===== config.mk =====
export PLATFORM = sky130hd
export DESIGN_NAME = display_idle_dim_blank_timer_top
export DESIGN_NICKNAME = d
export VERILOG_FILES = /design/src/rtl/didbt_pkg.sv /design/src/rtl/didbt_front.sv /design/src/rtl/didbt_queue.sv /design/src/rtl/didbt_back.sv /design/src/rtl/display_idle_dim_blank_timer_top.sv
export SDC_FILE = /design/constraint.sdc
export NUM_CORES = 1
export LEC_CHECK = 0
export BUFFER_PORTS_ARGS = -buffer_cell sky130_fd_sc_hd__buf_2
export CORE_MARGIN = 4
export CORE_UTILIZATION = 60
export DETAILED_ROUTE_END_ITERATION = 7
export PLACE_DENSITY_LB_ADDON = 0.15
export SLEW_MARGIN = 10
export SYNTH_ARGS = -nofsm -noshare
export SYNTH_HDL_FRONTEND = slang
export SYNTH_HIERARCHICAL = 1
export SYNTH_SLANG_ARGS = --single-unit

===== constraint.sdc =====
create_clock -name clk -period 14.28 [get_ports clk]
set_input_delay 4.284 -clock clk [delete_from_list [all_inputs] [get_ports clk]]
set_output_delay 4.284 -clock clk [all_outputs]
set_load 0.05 [all_outputs]

===== src/rtl/didbt_pkg.sv =====
// ----------------------------------------------------------------------------
// didbt_pkg: shared types and constants
// Widths, operation/mode/action codes and the queue entry format for the
// display idle dim/blank timer.
// ----------------------------------------------------------------------------
package didbt_pkg;

	localparam int LVL_W      = 12;
	localparam int TO_W       = 16;
	localparam int IDLE_W     = 17;
	localparam int ACT_W      = 3;
	localparam int OP_W       = 2;
	localparam int MODE_W     = 2;
	localparam int CFG_IDX_W  = 2;
	localparam int MAX_BEATS  = 4;
	localparam int BEAT_IDX_W = 2;
	localparam int BEAT_CNT_W = 3;

	localparam logic [OP_W-1:0] OP_TICK   = 2'd0;
	localparam logic [OP_W-1:0] OP_WAKE   = 2'd1;
	localparam logic [OP_W-1:0] OP_BLANK  = 2'd2;
	localparam logic [OP_W-1:0] OP_TOGGLE = 2'd3;

	localparam logic [MODE_W-1:0] MODE_ON      = 2'd0;
	localparam logic [MODE_W-1:0] MODE_DIM     = 2'd1;
	localparam logic [MODE_W-1:0] MODE_OFF     = 2'd2;
	localparam logic [MODE_W-1:0] MODE_BLANKED = 2'd3;

	localparam logic [ACT_W-1:0] ACT_STATUS        = 3'd0;
	localparam logic [ACT_W-1:0] ACT_SET_LEVEL     = 3'd1;
	localparam logic [ACT_W-1:0] ACT_BLANK_HOOK    = 3'd2;
	localparam logic [ACT_W-1:0] ACT_UNBLANK_HOOK  = 3'd3;
	localparam logic [ACT_W-1:0] ACT_PANEL_BLANK   = 3'd4;
	localparam logic [ACT_W-1:0] ACT_PANEL_UNBLANK = 3'd5;

	localparam logic [CFG_IDX_W-1:0] CFG_TIMEOUT  = 2'd0;
	localparam logic [CFG_IDX_W-1:0] CFG_BLANK_EN = 2'd1;

	localparam logic [LVL_W-1:0]  DIM_LEVEL = 12'd5;
	localparam logic [LVL_W-1:0]  OFF_LEVEL = 12'd0;
	localparam logic [TO_W-1:0]   DIM_LEAD  = 16'd2;
	localparam logic [IDLE_W-1:0] IDLE_MAX  = 17'h1FFFF;

	typedef logic [ACT_W-1:0] action_t;
	typedef logic [LVL_W-1:0] level_t;

	typedef struct packed {
		action_t [MAX_BEATS-1:0] act;
		level_t  [MAX_BEATS-1:0] lvl;
		logic    [BEAT_IDX_W-1:0] last_idx;
		logic                     off;
	} entry_t;

	typedef struct packed {
		logic                 valid;
		logic [CFG_IDX_W-1:0] index;
		logic [TO_W-1:0]      data;
	} cfg_wr_t;

endpackage


===== src/rtl/didbt_front.sv =====
// ----------------------------------------------------------------------------
// didbt_front: item decode and mode state
// Holds the config registers and the mode, idle counter and saved level.
// Turns each accepted item into one entry listing its ordered actions.
// ----------------------------------------------------------------------------
module didbt_front
	import didbt_pkg::*;
(
	input  logic             clk,
	input  logic             arst_n,
	input  cfg_wr_t          cfg,
	input  logic             accept,
	input  logic [OP_W-1:0]  operation,
	input  level_t           live_level,
	input  logic             level_known,
	output entry_t           ent
);

	logic [TO_W-1:0]   timeout_q;
	logic              blank_en_q;
	logic [MODE_W-1:0] mode_q;
	logic [IDLE_W-1:0] idle_q;
	level_t            saved_level_q;
	logic              saved_known_q;

	logic [MODE_W-1:0]     m;
	logic [IDLE_W-1:0]     idle_inc;
	logic [IDLE_W-1:0]     idle_n;
	level_t                sv_lvl;
	logic                  sv_known;
	logic [BEAT_CNT_W-1:0] n;
	logic [BEAT_CNT_W-1:0] n_m1;
	logic                  is_wake;
	logic                  is_blank;
	logic                  dim_hit;
	logic                  off_hit;

	assign idle_inc = (idle_q == IDLE_MAX) ? idle_q : idle_q + 1'b1;
	assign is_wake  = (operation == OP_WAKE) || (operation == OP_TOGGLE && mode_q[1]);
	assign is_blank = (operation == OP_BLANK) || (operation == OP_TOGGLE && !mode_q[1]);
	assign dim_hit  = (timeout_q > DIM_LEAD) && (idle_inc > {1'b0, timeout_q - DIM_LEAD})
		&& (mode_q == MODE_ON);

	always_comb begin
		ent      = '0;
		n        = '0;
		m        = mode_q;
		idle_n   = idle_q;
		sv_lvl   = saved_level_q;
		sv_known = saved_known_q;
		off_hit  = 1'b0;
		if (operation == OP_TICK) begin
			idle_n = idle_inc;
			if (dim_hit) begin
				sv_lvl   = live_level;
				sv_known = level_known;
				ent.act[n[BEAT_IDX_W-1:0]] = ACT_SET_LEVEL;
				ent.lvl[n[BEAT_IDX_W-1:0]] = DIM_LEVEL;
				n = n + 1'b1;
				m = MODE_DIM;
			end
			off_hit = (timeout_q != '0) && (idle_inc > {1'b0, timeout_q})
				&& (m inside {MODE_ON, MODE_DIM});
			if (off_hit) begin
				ent.act[n[BEAT_IDX_W-1:0]] = ACT_SET_LEVEL;
				ent.lvl[n[BEAT_IDX_W-1:0]] = OFF_LEVEL;
				n = n + 1'b1;
				ent.act[n[BEAT_IDX_W-1:0]] = ACT_BLANK_HOOK;
				n = n + 1'b1;
				m = MODE_OFF;
				if (blank_en_q) begin
					ent.act[n[BEAT_IDX_W-1:0]] = ACT_PANEL_BLANK;
					n = n + 1'b1;
					m = MODE_BLANKED;
				end
			end
		end else if (is_wake) begin
			idle_n = '0;
			if (mode_q == MODE_BLANKED) begin
				ent.act[n[BEAT_IDX_W-1:0]] = ACT_PANEL_UNBLANK;
				n = n + 1'b1;
				ent.act[n[BEAT_IDX_W-1:0]] = ACT_UNBLANK_HOOK;
				n = n + 1'b1;
			end
			if (mode_q != MODE_ON && saved_known_q) begin
				ent.act[n[BEAT_IDX_W-1:0]] = ACT_SET_LEVEL;
				ent.lvl[n[BEAT_IDX_W-1:0]] = saved_level_q;
				n = n + 1'b1;
			end
			m = MODE_ON;
		end else if (is_blank) begin
			if (m inside {MODE_ON, MODE_DIM}) begin
				sv_lvl   = live_level;
				sv_known = level_known;
				ent.act[n[BEAT_IDX_W-1:0]] = ACT_SET_LEVEL;
				ent.lvl[n[BEAT_IDX_W-1:0]] = OFF_LEVEL;
				n = n + 1'b1;
				ent.act[n[BEAT_IDX_W-1:0]] = ACT_BLANK_HOOK;
				n = n + 1'b1;
				m = MODE_OFF;
			end
			if (m == MODE_OFF && blank_en_q) begin
				ent.act[n[BEAT_IDX_W-1:0]] = ACT_PANEL_BLANK;
				n = n + 1'b1;
				m = MODE_BLANKED;
			end
		end
		if (n == '0) begin
			ent.act[0] = ACT_STATUS;
			n = n + 1'b1;
		end
		n_m1         = n - 1'b1;
		ent.last_idx = n_m1[BEAT_IDX_W-1:0];
		ent.off      = m[1];
	end

	always_ff @(posedge clk or negedge arst_n) begin
		if (!arst_n) begin
			timeout_q     <= '0;
			blank_en_q    <= 1'b1;
			mode_q        <= MODE_ON;
			idle_q        <= '0;
			saved_level_q <= '0;
			saved_known_q <= 1'b0;
		end else begin
			if (accept) begin
				mode_q        <= m;
				idle_q        <= idle_n;
				saved_level_q <= sv_lvl;
				saved_known_q <= sv_known;
			end
			if (cfg.valid) begin
				case (cfg.index)
					CFG_TIMEOUT: begin
						timeout_q <= cfg.data;
						idle_q    <= '0;
					end
					CFG_BLANK_EN: begin
						blank_en_q <= cfg.data[0];
					end
					default: begin
					end
				endcase
			end
		end
	end

endmodule


===== src/rtl/didbt_queue.sv =====
// ----------------------------------------------------------------------------
// didbt_queue: entry queue
// Small FIFO of action entries between the decode front and the beat
// serializer.
// ----------------------------------------------------------------------------
module didbt_queue
	import didbt_pkg::*;
#(
	parameter int DEPTH = 2
) (
	input  logic   clk,
	input  logic   arst_n,
	input  logic   push,
	input  entry_t push_data,
	input  logic   pop,
	output entry_t pop_data,
	output logic   full,
	output logic   empty
);

	localparam int PTR_W = (DEPTH > 1) ? $clog2(DEPTH) : 1;
	localparam int CNT_W = $clog2(DEPTH + 1);
	localparam logic [PTR_W-1:0] PTR_LAST = PTR_W'(DEPTH - 1);
	localparam logic [CNT_W-1:0] CNT_FULL = CNT_W'(DEPTH);

	entry_t           mem_q [DEPTH];
	logic [PTR_W-1:0] wr_ptr_q;
	logic [PTR_W-1:0] rd_ptr_q;
	logic [CNT_W-1:0] cnt_q;

	assign full     = (cnt_q == CNT_FULL);
	assign empty    = (cnt_q == '0);
	assign pop_data = mem_q[rd_ptr_q];

	always_ff @(posedge clk) begin
		if (push) begin
			mem_q[wr_ptr_q] <= push_data;
		end
	end

	always_ff @(posedge clk or negedge arst_n) begin
		if (!arst_n) begin
			wr_ptr_q <= '0;
			rd_ptr_q <= '0;
			cnt_q    <= '0;
		end else begin
			if (push) begin
				wr_ptr_q <= (wr_ptr_q == PTR_LAST) ? '0 : wr_ptr_q + 1'b1;
			end
			if (pop) begin
				rd_ptr_q <= (rd_ptr_q == PTR_LAST) ? '0 : rd_ptr_q + 1'b1;
			end
			case ({push, pop})
				2'b10:   cnt_q <= cnt_q + 1'b1;
				2'b01:   cnt_q <= cnt_q - 1'b1;
				default: cnt_q <= cnt_q;
			endcase
		end
	end

endmodule


===== src/rtl/didbt_back.sv =====
// ----------------------------------------------------------------------------
// didbt_back: beat serializer
// Takes one entry at a time from the queue and sends its actions as output
// beats, in order, flagging the final one.
// ----------------------------------------------------------------------------
module didbt_back
	import didbt_pkg::*;
(
	input  logic    clk,
	input  logic    arst_n,
	input  logic    q_empty,
	input  entry_t  q_data,
	output logic    q_pop,
	output logic    out_valid,
	input  logic    out_stall,
	output action_t action,
	output level_t  level,
	output logic    screen_off,
	output logic    last
);

	entry_t                ent_q;
	logic [BEAT_IDX_W-1:0] idx_q;
	logic                  busy_q;
	logic                  fire;
	logic                  done;

	assign fire  = busy_q && !out_stall;
	assign done  = fire && (idx_q == ent_q.last_idx);
	assign q_pop = !q_empty && (!busy_q || done);

	assign out_valid  = busy_q;
	assign action     = ent_q.act[idx_q];
	assign level      = ent_q.lvl[idx_q];
	assign screen_off = ent_q.off;
	assign last       = (idx_q == ent_q.last_idx);

	always_ff @(posedge clk) begin
		if (q_pop) begin
			ent_q <= q_data;
		end
	end

	always_ff @(posedge clk or negedge arst_n) begin
		if (!arst_n) begin
			busy_q <= 1'b0;
			idx_q  <= '0;
		end else if (q_pop) begin
			busy_q <= 1'b1;
			idx_q  <= '0;
		end else if (done) begin
			busy_q <= 1'b0;
		end else if (fire) begin
			idx_q <= idx_q + 1'b1;
		end
	end

endmodule


===== src/rtl/display_idle_dim_blank_timer_top.sv =====
// ----------------------------------------------------------------------------
// display_idle_dim_blank_timer_top: screen idle dim/off/blank controller
// Decodes tick, wake, blank and toggle items into ordered display actions.
// ----------------------------------------------------------------------------
// Each accepted item yields one to four output beats (status only, or its
// ordered brightness, hook and panel actions); the last beat of an item has
// last set. The front decodes an item in the cycle it is accepted and can
// take one item per clock while the entry queue has room; the serializer
// sends one beat per clock while out_stall is low, so the sustained item
// rate drops as items cause more beats (at most 4). Each item is held in
// the queue, then the back entry register. Config writes are always ready.
// ----------------------------------------------------------------------------
module display_idle_dim_blank_timer_top
	import didbt_pkg::*;
#(
	parameter int QUEUE_DEPTH = 2
) (
	input  logic                 clk,
	input  logic                 arst_n,
	input  logic                 cfg_valid,
	output logic                 cfg_ready,
	input  logic [CFG_IDX_W-1:0] cfg_index,
	input  logic [TO_W-1:0]      cfg_data,
	input  logic                 in_valid,
	output logic                 in_stall,
	input  logic [OP_W-1:0]      operation,
	input  logic [LVL_W-1:0]     live_level,
	input  logic                 level_known,
	output logic                 out_valid,
	input  logic                 out_stall,
	output logic [ACT_W-1:0]     action,
	output logic [LVL_W-1:0]     level,
	output logic                 screen_off,
	output logic                 last
);

	cfg_wr_t cfg;
	entry_t  push_ent;
	entry_t  pop_ent;
	logic    accept;
	logic    q_full;
	logic    q_empty;
	logic    q_pop;

	assign cfg_ready = 1'b1;
	assign cfg.valid = cfg_valid;
	assign cfg.index = cfg_index;
	assign cfg.data  = cfg_data;
	assign in_stall  = q_full;
	assign accept    = in_valid && !q_full;

	didbt_front u_front (
		.clk         (clk),
		.arst_n      (arst_n),
		.cfg         (cfg),
		.accept      (accept),
		.operation   (operation),
		.live_level  (live_level),
		.level_known (level_known),
		.ent         (push_ent)
	);

	didbt_queue #(
		.DEPTH (QUEUE_DEPTH)
	) u_queue (
		.clk       (clk),
		.arst_n    (arst_n),
		.push      (accept),
		.push_data (push_ent),
		.pop       (q_pop),
		.pop_data  (pop_ent),
		.full      (q_full),
		.empty     (q_empty)
	);

	didbt_back u_back (
		.clk        (clk),
		.arst_n     (arst_n),
		.q_empty    (q_empty),
		.q_data     (pop_ent),
		.q_pop      (q_pop),
		.out_valid  (out_valid),
		.out_stall  (out_stall),
		.action     (action),
		.level      (level),
		.screen_off (screen_off),
		.last       (last)
	);

	a_level_only_on_set: assert property (@(posedge clk) disable iff (!arst_n)
		out_valid && action != ACT_SET_LEVEL |-> level == '0)
		else $error("nonzero level on a beat that sets no brightness");

	a_item_beats_contiguous: assert property (@(posedge clk) disable iff (!arst_n)
		out_valid && !out_stall && !last |=> out_valid && screen_off == $past(screen_off))
		else $error("item beats broken up or screen_off changed within an item");

	a_accept_queued: assert property (@(posedge clk) disable iff (!arst_n)
		in_valid && !in_stall |=> !q_empty)
		else $error("accepted item did not reach the entry queue");

endmodule


; Word level (Yosys, flattened, before mapping)
; Memory sizes are Yosys's and may differ from the RTL's. A register that Yosys moved wholly into a read port is not among the register bits.
; Cells that the tools add are included.
[word_totals]
ff_bits = 56
mem_count = 1
ramBits = 126
rom_bits = 0
latch_bits = 0
[mem_list]
columns = memory, words, width, rd, rd_clocked_by_memory_dff, write_ports, line
row1 = u_queue.mem_q, 2, 63, 1, 1, 1, didbt_queue.sv:26  ; entry_t mem_q [DEPTH];
[op_classes]
order_cmp = 14
n_addsub = 14
div = 0
bitwise_logic = 18
shifts = 0
eq_ne = 16
n_reduce_logical = 46
mux = 92
multipliers = 0
[ops]
columns = operator, n
row1 = $mux 60, 3
row2 = $mux 12, 14
row3 = $mux 17, 6
row4 = $mux 3, 21
row5 = $and 12x48->48, 1
row6 = $and 48x48->48, 1
row7 = $demux 12 s2, 2
row8 = $not 48->48, 1
row9 = $not 8->8, 5
row10 = $mux 36, 1
row11 = $gt 17x16->1, 2
row12 = $mux 2, 17
row13 = $demux 3 s2, 5
row14 = $mux 6, 5
row15 = $bmux 12 s2, 1
row16 = $lt 2x3->1 const B, 6
row17 = $add 17x1->17 const B, 1
row18 = $eq 17x17->1 const B, 1
row19 = $logic_and 1x1->1, 17
row20 = $and 4x8->8, 2
row21 = $and 8x8->8, 2
row22 = $gt 16x2->1 const B, 1
row23 = $reduce_bool 16->1, 1
row24 = $reduce_bool 2->1, 8
row25 = other kinds (26), 76

; Logic depth before layout (Yosys ltp)
; Gate-level depths: netlist of the first run.
[depth]
word_depth = 19
ltp_mapped = 22
mapped_depth_nobuf = 22

; Modules after synthesis
; The synthesis of the first run kept the hierarchy.
[by_module_without_submodules]
columns = module, seq_area_each_um2, area_per_inst_um2, cells_per_inst, instances
row1 = didbt_queue, 3883.7, 5029.8, 212, 1
row2 = didbt_front, 1227.4, 4364.2, 501, 1
row3 = didbt_back, 1966.9, 2547.4, 105, 1
row4 = display_idle_dim_blank_timer_top, 0.0, 25.0, 3, 1

; Least setup slack after synthesis of the first run
; No wires, ideal clock.
[synth_timing]
path_type = input-to-reg
start = in out_stall
end = reg u_queue.cnt_q[1]
setup_ns = 0.079
slack_ns = 5.821
t_required_ns = 14.201
path_stages = 5
n_path_buf = 0
t_arrival_ns = 8.380
cell_sequence = o31ai_2 > nor2b_1 > ha_1 > nor2_1 > xor2_1
[synth_via]
elab_chain_cells = 7
[synth_lines]
columns = item, line
row1 = from (decl), display_idle_dim_blank_timer_top.sv:30  ; input logic out_stall,
row2 = $logic_not 1->1 *, didbt_back.sv:28  ; assign fire = busy_q && !out_stall;
row3 = $logic_and 1x1->1 *, didbt_back.sv:28
row4 = $logic_and 1x1->1 *, didbt_back.sv:29  ; assign done = fire && (idx_q == ent_q.last_idx);
row5 = $logic_or 1x1->1 *, didbt_back.sv:30  ; assign q_pop = !q_empty && (!busy_q || done);
row6 = $logic_and 1x1->1 *, didbt_back.sv:30
row7 = net q_pop, display_idle_dim_blank_timer_top.sv:43  ; logic q_pop;
row8 = $eq 2x1->1 / $eq 2x2->1 (equally long branches), didbt_queue.sv:53  ; case ({push, pop})
row9 = $pmux 2 s2 / $reduce_bool 2->1 (equally long branches), -
row10 = to (signal assigned), didbt_queue.sv:54  ; 2'b10: cnt_q <= cnt_q + 1'b1;
row11 = to (signal assigned), didbt_queue.sv:55  ; 2'b01: cnt_q <= cnt_q - 1'b1;
row12 = to (signal assigned), didbt_queue.sv:56  ; default: cnt_q <= cnt_q;
row13 = to (decl), didbt_queue.sv:29  ; logic [CNT_W-1:0] cnt_q;
; Mark *: on every way through the listed nets, which the timed path passes. The rest lies on a longest branch.
; A chain may end at the register's enable or synchronous reset.

; Worst setup path after layout of the first run
[layout_timing]
start = reg u_back.idx_q[1]
end = out last
[layout_via]
elab_chain_cells = 1
[layout_lines]
columns = item, line
row1 = from (decl), didbt_back.sv:23  ; logic [BEAT_IDX_W-1:0] idx_q;
row2 = from (signal assigned), didbt_back.sv:54  ; idx_q <= idx_q + 1'b1;
row3 = $eq 2x2->1, didbt_back.sv:36  ; assign last = (idx_q == ent_q.last_idx);
row4 = to (decl), display_idle_dim_blank_timer_top.sv:34  ; output logic last
; Every way passes these cells.

==> reports/metrics.yaml, run 1 <==
clk_pin_slew_ns: 0.06
syn-cell-area_um2: 11970
dp_cells: 1112
crit_path_end: "last"
startpoint_type: "flip-flop"
cp.required_ns: 10.00
route.detailed.drc: 0
drtIter0Drc: 501
grt_use_total: 0.1955
period_share: 0.4653
critPathKind: "flip-flop to output port"
critPathArrivalTime_ns: 2.36
wirelength_mm: 21.29
fin_skew_ns: 0.01167
gp_congestion: 0.9114
cts_sinks: 245
num_io_pins: 58
cts_hold_buf: 0
synthFlopType: "edfxtp_1"
ys.warnings.count: 6
cts-resized-gates: 0
critPathLaunch: "u_back/idx_q[1]"
finalSetupViolCount: 0
p_leak_nw: 5.177
vias: 6581
ys_seq_area_frac: 0.5915
io_buffers: 56
rr_endpoint: "u_queue/mem_q[0][2]"
nets: 945
synth_edf_count: 189
post_cts_buffers: 0
cts_buffers: 26
setup_ws_ns: 7.635
start_util: 0.6128
powerDensity_nw_per_um2: 203.8
cap_viol_max_count: 0
cp_max_fo: 21
grt_max_degree: 65
slew_headroom: 0.1841
timing.rr.start: "u_front/idle_q[0]"
syn-mean-instance-area_um2: 14.58
ant_nets: 0
synth_top_area_cell: "edfxtp_1"
via_per_inst: 5.668
total_power_w: 0.002654
ys_types: 85
synth.area.top_cells: "edfxtp_1, dfrtp_1, mux2_4"
grt_pass1_wl_mm: 34.49
worstSkewPairLatency_ns: 0.53
layout_min_cycle_time_ns: 6.645
fmax_mhz: 150.5
area.growth.synth_to_final_pct: 8.835
hp-class: "flip-flop to flip-flop"
core-area_um2: 19530
rrSetupSlack_ns: 8.27
status: "completed"
hold_viol_final: 0
die_x_um: 149.2
rsz0062_at_grt: "false"
antenna_found_initial: 1
reg2reg_depth: 21
ctsRootBufferMaster: "clkbuf_16"
ys_seq_elements: 245
nFillCells: 1394
first_pass_iters: 5
htree_num_levels: 1
layout-drive-gt1-share: 0.2391
overflow: 0
dpl_worst_slack_ns: 7.646
peakVddDrop_mv: 0.1427
critPathCaptureType: "output port"
clock_path_buffers: 3
postSynth.asyncResetShare: 0.2286
finalNonFillerCells: 1161
dpl.hpwl_mm: 14.21
post_drt_wl_per_cell_um: 18.34
max_slew.worst_pin.slew_ns: 1.224
syn_inst: 821
grt_pass1_vias: 6881
cts_tree: "done"
dieArea_um2: 22270
rows: 51
finalMaxSlewViolations: 0
tns_ns: 0
synth_top_area_share: 0.4743
die_h_um: 149.2
-- worst min path at each step --
stage	from	endpoint	slack, ns	depth (start not counted)
detailed placement	u_queue/cnt_q[1]	u_queue/cnt_q[1]	0.50	1
floorplan	u_queue/wr_ptr_q	u_queue/wr_ptr_q	0.45	1
finish	u_queue/cnt_q[1]	u_queue/cnt_q[1]	0.51	1
CTS	u_queue/cnt_q[1]	u_queue/cnt_q[1]	0.51	1
global route	u_queue/cnt_q[1]	u_queue/cnt_q[1]	0.53	1
global placement	u_queue/cnt_q[1]	u_queue/cnt_q[1]	0.48	1
-- cells in the mapped netlist (all sizes together) (3+ instances only) --
master,instances
a31oi,5
o21ai,40
mux2,79
ha,32
a21oi,22
o211ai,5
clkbuf,18
nand3,20
nand4,11
xnor2,27
nor2,36
o31ai,3
nand2b,7
nor2b,6
a2111oi,3
dfrtp,55
edfxtp,189
inv,22
mux4,15
a21o,5
nor4,10
nand2,60
o21a,4
a22oi,4
xor2,10
nor3,5
buf,45
a211oi,8
or3,4
and2,29
and3,7
-- area by class of cell --
type	instances	area [µm²]	area share
Sequential cell	245	7082	0.5438
Multi-Input combinational cell	518	4389	0.3370
Clock buffer	33	686.9	0.05274
Tap cell	265	331.6	0.02546
Timing Repair Buffer	62	325.3	0.02498
Clock inverter	15	123.9	0.009511
Inverter	22	82.58	0.006341
Antenna cell	1	2.502	0.0001921
-- state kept, by name, summed over array words and instances (netlist names) --
signal	cells
u_front/saved_known_q	1
u_back/out_valid	1
u_queue/rd_ptr_q	1
u_front/timeout_q	16
u_queue/wr_ptr_q	1
u_back/idx_q	2
u_front/blank_en_q	1
u_front/mode_q	2
u_front/saved_level_q	12
u_queue/mem_q	126
u_front/idle_q	17
u_queue/cnt_q	2
u_back/ent_q	62
u_back/screen_off	1
-- power by group --
| part | internal, W | switching [W] |
|---|---|---|
| Sequential | 0.00104 | 0.000160 |
| Combinational | 0.000364 | 0.000460 |
| Clock | 0.000361 | 0.000268 |
| Total | 0.00177 | 0.000888 |
-- through the flow --
stage / hold WS (ns) / util / instance area, µm²
floorplan: 0.4535 / - / 12070
global placement: 0.4750 / 0.6253 / 12210
detailed placement: 0.4993 / 0.6253 / 12210
CTS: 0.5085 / 0.6669 / 13020
global route: 0.5323 / 0.6670 / 13020
finish: 0.5055 / 0.6670 / 13020
-- cells by family (layout without fill, tap and decap cells) --
family,Yosys count,count (layout),share of synthesized area
DFF,245,245,0.5915
xor gates and xnor gates,37,37,0.02865
and+or+nand+nor,208,208,0.09682
buffers and inverters,85,132,0.05197
adders and majority gates,32,32,0.03346
other,2,30,0.0006276
AOI/OAI and AO/OA,117,117,0.06755
muxes,95,95,0.1294
-- critical path: stages (launching register included) --
cell and delay, ns:
dfrtp_1 0.95, xor2_1 0.30, nor2_1 0.28, buf_2 0.31
-- cells in the final DEF (no fill, tap or decap), drive strengths merged, types with 11 or more instances in the layout --
cell type,count
o21ai,40
ha,32
nand3,20
mux4,15
buf,62
inv,23
and2,29
conb,29
nand2,60
clkbuf,33
mux2,79
xnor2,27
dfrtp,55
nor2,36
a21oi,22
nand4,11
edfxtp,189
-- per-layer routing --
metal	wire length (µm)	vias to the layer above	global-route usage	part of all wire
met5	0	-	0	0
met3	846	32	0.03251	0.040
met2	10940	140	0.3408	0.51
li1	-	3140	-	-
met1	9018	3269	0.2536	0.42
met4	487	0	0.05858	0.023
(Power assumes the default switching activity.)
==> run 2, diff against run 1 <==
ABC_AREA = 1   (was not set)
clock period = 6.3 ns   (was 14.28 ns; I/O delays follow)
==> run 2 against run 1 <==
Against the previous run:
- sequential power increased by 120%
- final cell count increased by 23%
- wire length increased by 2.5%
- sequential share of layout area increased by 0.84 points
- via count increased by 13%
- non-clock buffer count unchanged
- clock power increased by 150%
- first-iteration DRC count increased by 13%
- power increased by 130%
- clock skew increased by 0.0021 ns
- die area decreased by 2.8%
- critical path depth increased by 22
- critical endpoint is now u_queue/mem_q[0][53]
- largest cell class unchanged
==> reports/metrics.yaml, run 2 <==
critPathKind: "flip-flop to flip-flop"
postSynth.asyncResetShare: 0.2286  # unchanged
grt_use_total: 0.2035  # +0.007955
synth_edf_count: 189  # unchanged
reg2reg_depth: 25  # +19%
first_pass_iters: 5  # unchanged
fmax_mhz: 212.9
vias: 7438  # +13%
cts-resized-gates: 0  # unchanged
ys_seq_area_frac: 0.6094  # +0.01790
ys.warnings.count: 6  # unchanged
max_slew.worst_pin.slew_ns: 1.139  # -0.08482 ns
synth_top_area_cell: "edfxtp_1"
wirelength_mm: 21.83  # +2.5%
layout_common_cells: "edfxtp_1, nand2_1, inv_1"
ys_seq_elements: 245  # unchanged
cp.required_ns: 6.62  # -3.38 ns
die_h_um: 147.1  # -1.4%
ys_types: 50  # -41%
cts_tree: "done"
combPwrFrac: 0.310  # about the same
final_common_cell: "edfxtp_1"
intPower_w: 0.003790  # +110%
diodes: 0  # -1
synth.area.top_cells: "edfxtp_1, dfrtp_1, o21ai_0"
peakVddDrop_mv: 0.2384  # +67%
grt_max_degree: 128  # +97%
powerDensity_nw_per_um2: 467.8  # +130%
ant_nets: 0  # unchanged
syn-cell-area_um2: 11610  # -2.9%
route.met2.wl_mm: 10.25  # -6.3%
multi_input_area_um2: 3651  # -17%
io_buffers: 56  # unchanged
overflow: 0  # unchanged
grt_pass1_vias: 7103  # +3.2%
syn-mean-instance-area_um2: 10.58  # -27%
core-area_um2: 18890  # -3.2%
p_clk_frac: 0.259  # +0.022
hold_path_depth: 2  # +1
dieArea_um2: 21650  # -2.8%
htree_num_levels: 1  # unchanged
status: "completed"
synth.most_common_cell: "edfxtp_1"
cp_max_fo: 9  # -57%
gp_congestion: 0.8190  # -10%
rsz0062_at_grt: "false"
rrSetupSlack_ns: 1.60  # -6.67 ns
rows: 50  # -2.0%
via_per_inst: 5.209  # -8.1%
cts_buffers: 25  # -3.8%
grt_pass1_wl_mm: 35.67  # +3.4%
synth_top_area_share: 0.4886  # +0.01436
cts_sinks: 245  # unchanged
power_frac_seq: 0.431  # -0.021
fin_skew_ns: 0.01377  # +0.002107 ns
swShare: 0.3683  # +0.03362
p_sw_w: 0.002209  # +150%
slew_headroom: 0.2406  # +0.05655
period_share: 0.7455
clk_pin_slew_ns: 0.06  # about the same
total_power_w: 0.005999  # +130%
nets: 1219  # +29%
dpl.hpwl_mm: 14.47  # +1.8%
hp-class: "flip-flop to flip-flop"
layout-drive-gt1-share: 0.1464  # -0.09270
hold_viol_final: 0  # unchanged
critPathArrivalTime_ns: 5.01  # +2.65 ns
nFillCells: 1471  # +5.5%
tns_ns: 0  # unchanged
synth_common_cells: "edfxtp_1, nand2_1, inv_1"
area.growth.synth_to_final_pct: 10.42
ctsRootBufferMaster: "clkbuf_16"
layout_min_cycle_time_ns: 4.697
min_from: "u_queue/cnt_q[1]"
post_cts_buffers: 0  # unchanged
cts_hold_buf: 0  # unchanged
timing.rr.start: "u_front/idle_q[0]"
largest_reg_flops: 126  # unchanged
largest_register: "u_queue/mem_q"
critPathCaptureType: "flip-flop"
highest_layer: "met4"
antenna_found_initial: 0  # -1
m1WireLength_mm: 10.18  # +13%
syn_inst: 1098  # +34%
finalMaxSlewViolations: 0  # unchanged
start_util: 0.6148  # +0.001927
post_drt_wl_per_cell_um: 15.29  # -17%
whs_endpoint: "u_queue/cnt_q[1]"
met3_length_mm: 1.070  # +26%
route.detailed.drc: 0  # unchanged
die_x_um: 147.1  # -1.4%
clock_path_buffers: 3  # unchanged
startpoint_type: "flip-flop"
worstSkewPairLatency_ns: 0.52  # about the same
finalSetupViolCount: 0  # unchanged
reg_top3: "u_queue/mem_q x126, u_back/ent_q x62, u_front/idle_q x17"
num_io_pins: 58  # unchanged
synthFlopType: "edfxtp_1"
p_leak_nw: 5.453  # +5.3%
drtIter0Drc: 565  # +13%
rr_endpoint: "u_queue/mem_q[0][53]"
cap_viol_max_count: 0  # unchanged
regArea_um2: 7082  # unchanged
-- run 2: cell families after synthesis --
logic type	Yosys count	synth area share
AND/OR/NAND/NOR	362	0.1393
flip-flops	245	0.6094
AO/OA/AOI/OAI	214	0.1065
buffers and inverters	212	0.08629
adder cells (fa/ha/maj)	32	0.03447
XOR/XNOR	31	0.02338
other	2	0.0006466
-- run 2: stage by stage --
step / instances / hold WS, ns / cell area, µm² / utilization / setup WS, ns
2_1_floorplan: 1125 / 0.4610 / 11720 / - / 0.4511
3_3_place_gp: 1382 / 0.4852 / 11940 / 0.6321 / 1.849
3_5_place_dp: 1382 / 0.4936 / 11940 / 0.6321 / 1.671
4_1_cts: 1428 / 0.5061 / 12820 / 0.6788 / 1.628
5_1_grt: 1428 / 0.5477 / 12820 / 0.6788 / 1.192
6_report: 1428 / 0.5168 / 12820 / 0.6788 / 1.603
-- run 2: final cells by class --
| class | count | share of cell area |
|---|---|---|
| clock buffers | 31 | 0.05210 |
| clock inverters | 15 | 0.01668 |
| inverters | 147 | 0.04361 |
| multi-input cells | 668 | 0.2847 |
| flip-flops and latches | 245 | 0.5522 |
| well taps | 260 | 0.02537 |
| repair buffers | 62 | 0.02537 |
-- run 2: worst max-delay path by stage --
stage / endpoint / cells after the start / start / slack [ns]
after floorplan: u_queue/cnt_q[1] / 8 / out_stall / 0.45
after global placement: u_queue/mem_q[0][2] / 16 / operation[1] / 1.85
after detailed placement: u_queue/mem_q[1][53] / 25 / u_front/idle_q[0] / 1.67
after CTS: u_queue/mem_q[0][53] / 25 / u_front/idle_q[0] / 1.63
after global routing: u_queue/mem_q[0][53] / 25 / u_front/idle_q[0] / 1.19
final: u_queue/mem_q[0][53] / 25 / u_front/idle_q[0] / 1.60
-- run 2: critical path, cell delays in order, from the launching register on --
cell       delay (ns)
dfrtp_1          0.42
ha_1             0.26
nand3_2          0.14
nor2_4           0.07
nand3_4          0.14
inv_1            0.08
nor2_1           0.17
nand3_1          0.13
nor2_1           0.14
nand3_1          0.11
nor2_1           0.14
nand2_1          0.08
xnor2_1          0.24
ha_1             0.31
and3_1           0.20
a2111oi_2        0.40
nand3_2          0.23
nand3_4          0.15
clkinv_1         0.09
nand2_2          0.11
nand3_2          0.09
ha_1             0.26
inv_1            0.10
o21bai_4         0.14
inv_2            0.06
nor3_1           0.23
-- run 2: power groups by stage --
stage	Combinational (W)	Sequential [W]	Clock, W
5_1_grt	0.00208	0.00264	0.00167
2_1_floorplan	0.00156	0.00247	0
4_1_cts	0.00187	0.00259	0.00159
6_report	0.00186	0.00259	0.00155
3_5_place_dp	0.00186	0.00262	0
3_3_place_gp	0.00182	0.00260	0
-- run 2: layer usage --
layer | track usage | vias to the layer above
met5 | 0 | -
met4 | 0.05079 | 0
met3 | 0.02776 | 27
met2 | 0.3392 | 162
met1 | 0.2867 | 3506
li1 | - | 3743
